$ cat src/spq_pkg.sv
// ----------------------------------------------------------------------------
// spq_pkg: shared types and constants for the sorted priority queue
// Entry layout, cell control group, status codes and default depth.
// ----------------------------------------------------------------------------
package spq_pkg;

	localparam int DEPTH_DEFAULT = 64;
	localparam int DATA_W        = 32;
	localparam int COUNT_OUT_W   = 7;

	typedef enum logic [1:0] {
		ST_ENQ   = 2'd0,
		ST_FULL  = 2'd1,
		ST_DEQ   = 2'd2,
		ST_EMPTY = 2'd3
	} status_t;

	typedef enum logic {
		CMD_ENQ = 1'b0,
		CMD_DEQ = 1'b1
	} cmd_t;

	typedef struct packed {
		logic signed [DATA_W-1:0] value;
		logic signed [DATA_W-1:0] prio;
	} entry_t;

	typedef struct packed {
		logic enq;
		logic deq;
	} cell_ctrl_t;

endpackage

$ cat src/spq_cell.sv
// ----------------------------------------------------------------------------
// spq_cell: one slot of the sorted cell row
// Holds one entry; on insert it shifts back, takes the new entry or keeps
// its own; on remove it takes the entry from its right-hand neighbor.
// ----------------------------------------------------------------------------
module spq_cell (
	input  logic                clk,
	input  spq_pkg::cell_ctrl_t ctrl,
	input  spq_pkg::entry_t     in_entry,
	input  spq_pkg::entry_t     left_entry,
	input  spq_pkg::entry_t     right_entry,
	input  logic                left_move,
	input  logic                occupied,
	output spq_pkg::entry_t     entry,
	output logic                move
);

	spq_pkg::entry_t entry_q;

	// empty slots count as larger so the move pattern stays monotonic
	always_comb begin
		move = !occupied || ($signed(entry_q.prio) > $signed(in_entry.prio));
	end

	always_ff @(posedge clk) begin
		if (ctrl.enq) begin
			priority if (left_move) begin
				entry_q <= left_entry;
			end else if (move) begin
				entry_q <= in_entry;
			end else begin
				entry_q <= entry_q;
			end
		end else if (ctrl.deq) begin
			entry_q <= right_entry;
		end
	end

	assign entry = entry_q;

endmodule

$ cat config.mk
export PLATFORM = sky130hd
export DESIGN_NAME = spq_cell
export DESIGN_NICKNAME = d
export VERILOG_FILES = /design/src/spq_pkg.sv /design/src/spq_cell.sv
export SDC_FILE = /design/constraint.sdc
export NUM_CORES = 1
export LEC_CHECK = 0
export BUFFER_PORTS_ARGS = -buffer_cell sky130_fd_sc_hd__buf_2
export CORE_ASPECT_RATIO = 0.6
export CORE_MARGIN = 3
export CORE_UTILIZATION = 43
export DETAILED_ROUTE_END_ITERATION = 8
export PLACE_DENSITY = 0.88
export SLEW_MARGIN = 5
export SYNTH_ARGS = -nofsm -noshare
export SYNTH_HDL_FRONTEND = slang
export SYNTH_SLANG_ARGS = --single-unit
$ cat constraint.sdc
create_clock -name clk -period 8.6 [get_ports clk]
set_input_delay 1.29 -clock clk [delete_from_list [all_inputs] [get_ports clk]]
set_output_delay 1.29 -clock clk [all_outputs]
set_load 0.01 [all_outputs]
# ---- Word level (Yosys, flattened, before mapping)
# Cells that the tools add are included.
# W data, S select, Z words.
dict set report classes {
  order_cmp 1
  eq_ne 1
  muxes 4
  n_reduce_logical 4
}
# cell n
set ops {}
lappend ops {{$mux W64} 4}
lappend ops {{$gt A32 B32 Y1} 1}
lappend ops {{$ne A3 B1 Y1 const B} 1}
lappend ops {{$reduce_and A2 Y1} 1}
lappend ops {{$reduce_bool A2 Y1} 1}
lappend ops {{$logic_not A1 Y1} 1}
lappend ops {{$logic_or A1 B1 Y1} 1}
dict set report totals {
  register_bits 64
  input_bits 197
  output_inout_bits 65
  wordCells 12
}

# ---- Longest topological paths before layout
dict set report depth {
  word_depth 5
  depth_mapped 8
  depth_no_buf 8
}

# ---- Worst setup path after synthesis
# Ideal clock, no wire load.
dict set report synth_path {
  kind {input to register}
  startpoint {in in_entry[31] (netlist bit)}
  endpoint {reg entry_q, in the netlist entry[0], enable pin}
  setup_ns 0.565
  t_arrival_ns 6.838
  t_required_ns 8.035
  path_slack_ns 1.197
  cell_stages 7
  n_path_buf 0
  path_cell_list {inv_1 -> ha_1 -> nand4_4 -> nor4_4 -> nor3b_2 -> a2111oi_0 -> nor3_1}
}
dict set report synth_between {
  elab_chain_cells 4
}
# element line_no
set synth_rtl {}
lappend synth_rtl {{from (decl)} spq_cell.sv:9} ;# input spq_pkg::entry_t in_entry,
lappend synth_rtl {{$gt A32 B32 Y1} spq_cell.sv:22} ;# move = !occupied || ($signed(entry_q.prio) > $signed(in_entry.prio));
lappend synth_rtl {{$logic_or A1 B1 Y1} spq_cell.sv:22}
lappend synth_rtl {{$ne A3 B1 Y1 (no line)} --}
lappend synth_rtl {{$reduce_and A2 Y1 (no line)} --}
lappend synth_rtl {{to (signal assigned)} spq_cell.sv:28} ;# entry_q <= left_entry;
lappend synth_rtl {{to (signal assigned)} spq_cell.sv:30} ;# entry_q <= in_entry;
lappend synth_rtl {{to (signal assigned)} spq_cell.sv:32} ;# entry_q <= entry_q;
lappend synth_rtl {{to (decl)} spq_cell.sv:18} ;# spq_pkg::entry_t entry_q;
# Every way passes these cells.
# A chain may end at the register's enable or synchronous reset.

# ---- Worst setup path in the final report
dict set report layout_path {
  startpoint {in in_entry[7] (netlist bit)}
  endpoint {out move}
}
dict set report layout_between {
  elab_chain_cells 2
}
# element line_no
set layout_rtl {}
lappend layout_rtl {{$gt A32 B32 Y1} spq_cell.sv:22}
lappend layout_rtl {{$logic_or A1 B1 Y1} spq_cell.sv:22}
lappend layout_rtl {{to (decl)} spq_cell.sv:15} ;# output logic move
# Every way passes these cells.

==> impl_metrics.toml <==
[timing]
finalSetupViolations = 0
min_period_over_period_pct = 51.5
drv_slew = 0
rsz0062_at_grt = "no"
finalSetupTns_ns = 0
fin_hold_ws_ns = 1.29
worst_pin_slew_ns = 0.652
fmax_mhz = 226
fin_crit_ns = 4.43
clock_skew_ns = 0.00898
fin_ws_ns = 4.17
final-hold-violation-count = 0
slew_headroom_pct = 56.6

[worst_setup_path]
crit_start = "in_entry[7]"
rr_endpoint = "entry[17]"
worst_setup_path_end_kind = "output pin"
critPathLaunchType = "input port"
critPathRequiredTime_ns = 7.31
path_max_fanout = 3
worstRegToRegCells = 8
worstSetupEndpoint = "move"
r2r_setup_slack_ns = 5.71
regToRegStartpoint = "entry[7]"
path_class = "input port to output pin"
cp.arrival_ns = 3.14

[global_routing]
grt_usage_pct = 22.0
grt_pass1_wl_um = 18900
antenna_found_initial = 0
grt_max_degree = 67
grt_pass1_vias = 3941
overflow = 0

[place]
place_hpwl_um = 10200
place_ws_ns = 4.21
place.gp.congestion = 0.881
dp.cells = 777
portBuffers = 261
postPlaceCellArea_um2 = 5540

[route]
ant_nets = 0
vias = 3990
wire_per_inst_um = 16.1
drtIter0Drc = 137
drcViolationCount = 0
vias_per_cell = 5.03
drt_first_pass_iters = 4
wl_um = 12700

[clock_network]
cts_htree_levels = 3
clkLatencyLatePin_ns = 0.32
postCtsHoldBufs = 0
clock_path_buffers = 2
clkSlewWorstSetupHoldPaths_ns = 0.06
clock-root-buffer = "clkbuf_16"
cts_tree = "yes"
ctsResizeCount = 0
cts_buffers = 9
post-cts-setup-buffer-count = 0
cts.sinks = 64

[floorplan]
die_h_um = 81.8
coreArea_um2 = 8910
io_pins = 262
row_count = 26
die_x_um = 132
dieArea_um2 = 10800
start_util_pct = 46.2

[pwr]
irDropWorstVdd_mv = 0.111
p_total_mw = 0.980
leakagePower_nw = 2.94
p_per_area_nw_per_um2 = 169

[yosys]
ys_warn_count = 0
synth_nets = 636
synth_cell_type_count = 27
ys_seq_area_share_pct = 46.7
avgSynthCellArea_um2 = 10.1
netlist_area_um2 = 4120
ys_ff_latch = 64
synthCells = 407

[final_layout]
area_growth_pct = 41.2
nNetsFinal = 891
drive_gt1_share_pct = 42.3
largest_register_ffs = 64
mostFrequentLayoutCells = "259 x buf_2, 78 x a21oi_1, 66 x nor2_1, 64 x mux2i_1, 64 x edfxtp_1"
final_common_cell = "buf_2"
final_util_pct = 65.3
finalInstanceArea_um2 = 5820
num_antenna_cells = 0
stdcell_count = 793

[hold_path]
hold_class = "input port to flop"

[status]
status = "finished, final reports clean"

[job]
cap_viol_max_count = 0
-- cells by family (layout without fill, tap and decap cells) --
kind of cell,Yosys count,count (layout),synth area share (%)
fa+ha+maj,32,32,9.72
mux,64,64,15.6
buf+inv,56,316,5.32
simple gates,99,99,11.1
flops,64,64,46.7
compound gates,92,92,11.7
-- report_power, final --
| part | leakage [nW] | internal (mW) | switching, mW |
|---|---|---|---|
| registers | 0.634 | 0.387 | 0.0142 |
| clock network | 0.140 | 0.223 | 0.125 |
| logic | 2.17 | 0.104 | 0.127 |
-- per-layer routing --
layer  up-vias  wire length (µm)  global-route usage, %
met5         -                 0                      0
met4         0               156                   5.60
met3        16               936                   7.47
met2       159              6480                   39.1
met1      1835              5160                   26.1
li1       1980                 -                      -
-- worst min path at each step --
stage	startpoint	end	slack [ns]	cells after the start
2_1_floorplan	right_entry[0]	entry[0]	1.52	2
3_3_place_gp	entry[31]	entry[14]	1.40	6
3_5_place_dp	entry[31]	entry[14]	1.40	6
4_1_cts	right_entry[56]	entry[56]	1.28	3
5_1_grt	right_entry[29]	entry[29]	1.29	3
6_report	right_entry[56]	entry[56]	1.29	3
-- cells in the mapped netlist, drive strengths merged --
| cell type | n | area share (%) |
|---|---|---|
| ha | 32 | 9.7 |
| nor4 | 2 | 0.67 |
| a21boi | 1 | 0.18 |
| o22ai | 1 | 0.15 |
| buf | 12 | 1.3 |
| nor3 | 3 | 0.36 |
| edfxtp | 64 | 47 |
| nand2b | 1 | 0.15 |
| nand2 | 9 | 0.82 |
| clkbuf | 9 | 0.82 |
| nor2b | 1 | 0.15 |
| a211o | 1 | 0.21 |
| a221oi | 1 | 0.21 |
| nand3 | 6 | 0.73 |
| o21ai | 7 | 0.85 |
| a2111oi | 1 | 0.21 |
| mux2i | 64 | 16 |
| nor2 | 66 | 6.0 |
| inv | 35 | 3.2 |
| a21oi | 78 | 9.5 |
| a211oi | 2 | 0.36 |
| nor3b | 1 | 0.30 |
| and3 | 1 | 0.15 |
| nand4 | 9 | 1.7 |
-- worst max-delay path: stages --
cell and delay, ns:
buf_2 0.11, inv_1 0.05, ha_1 0.33, a21oi_1 0.18, o21ai_0 0.14, a221oi_1 0.46
nor3b_2 0.10, a211oi_1 0.22, o21ai_0 0.11, buf_2 0.15
-- area by class of cell --
type                    instances  area (µm²)
clock buffers                  12         236
fillers                       745        3100
multi-input cells             287        1980
repair buffers                265        1340
well taps                     126         158
flip-flops and latches         64        1920
inverters                      35         131
clock inverters                 4        45.0
Note: power is estimated with default switching activity, not from simulation.
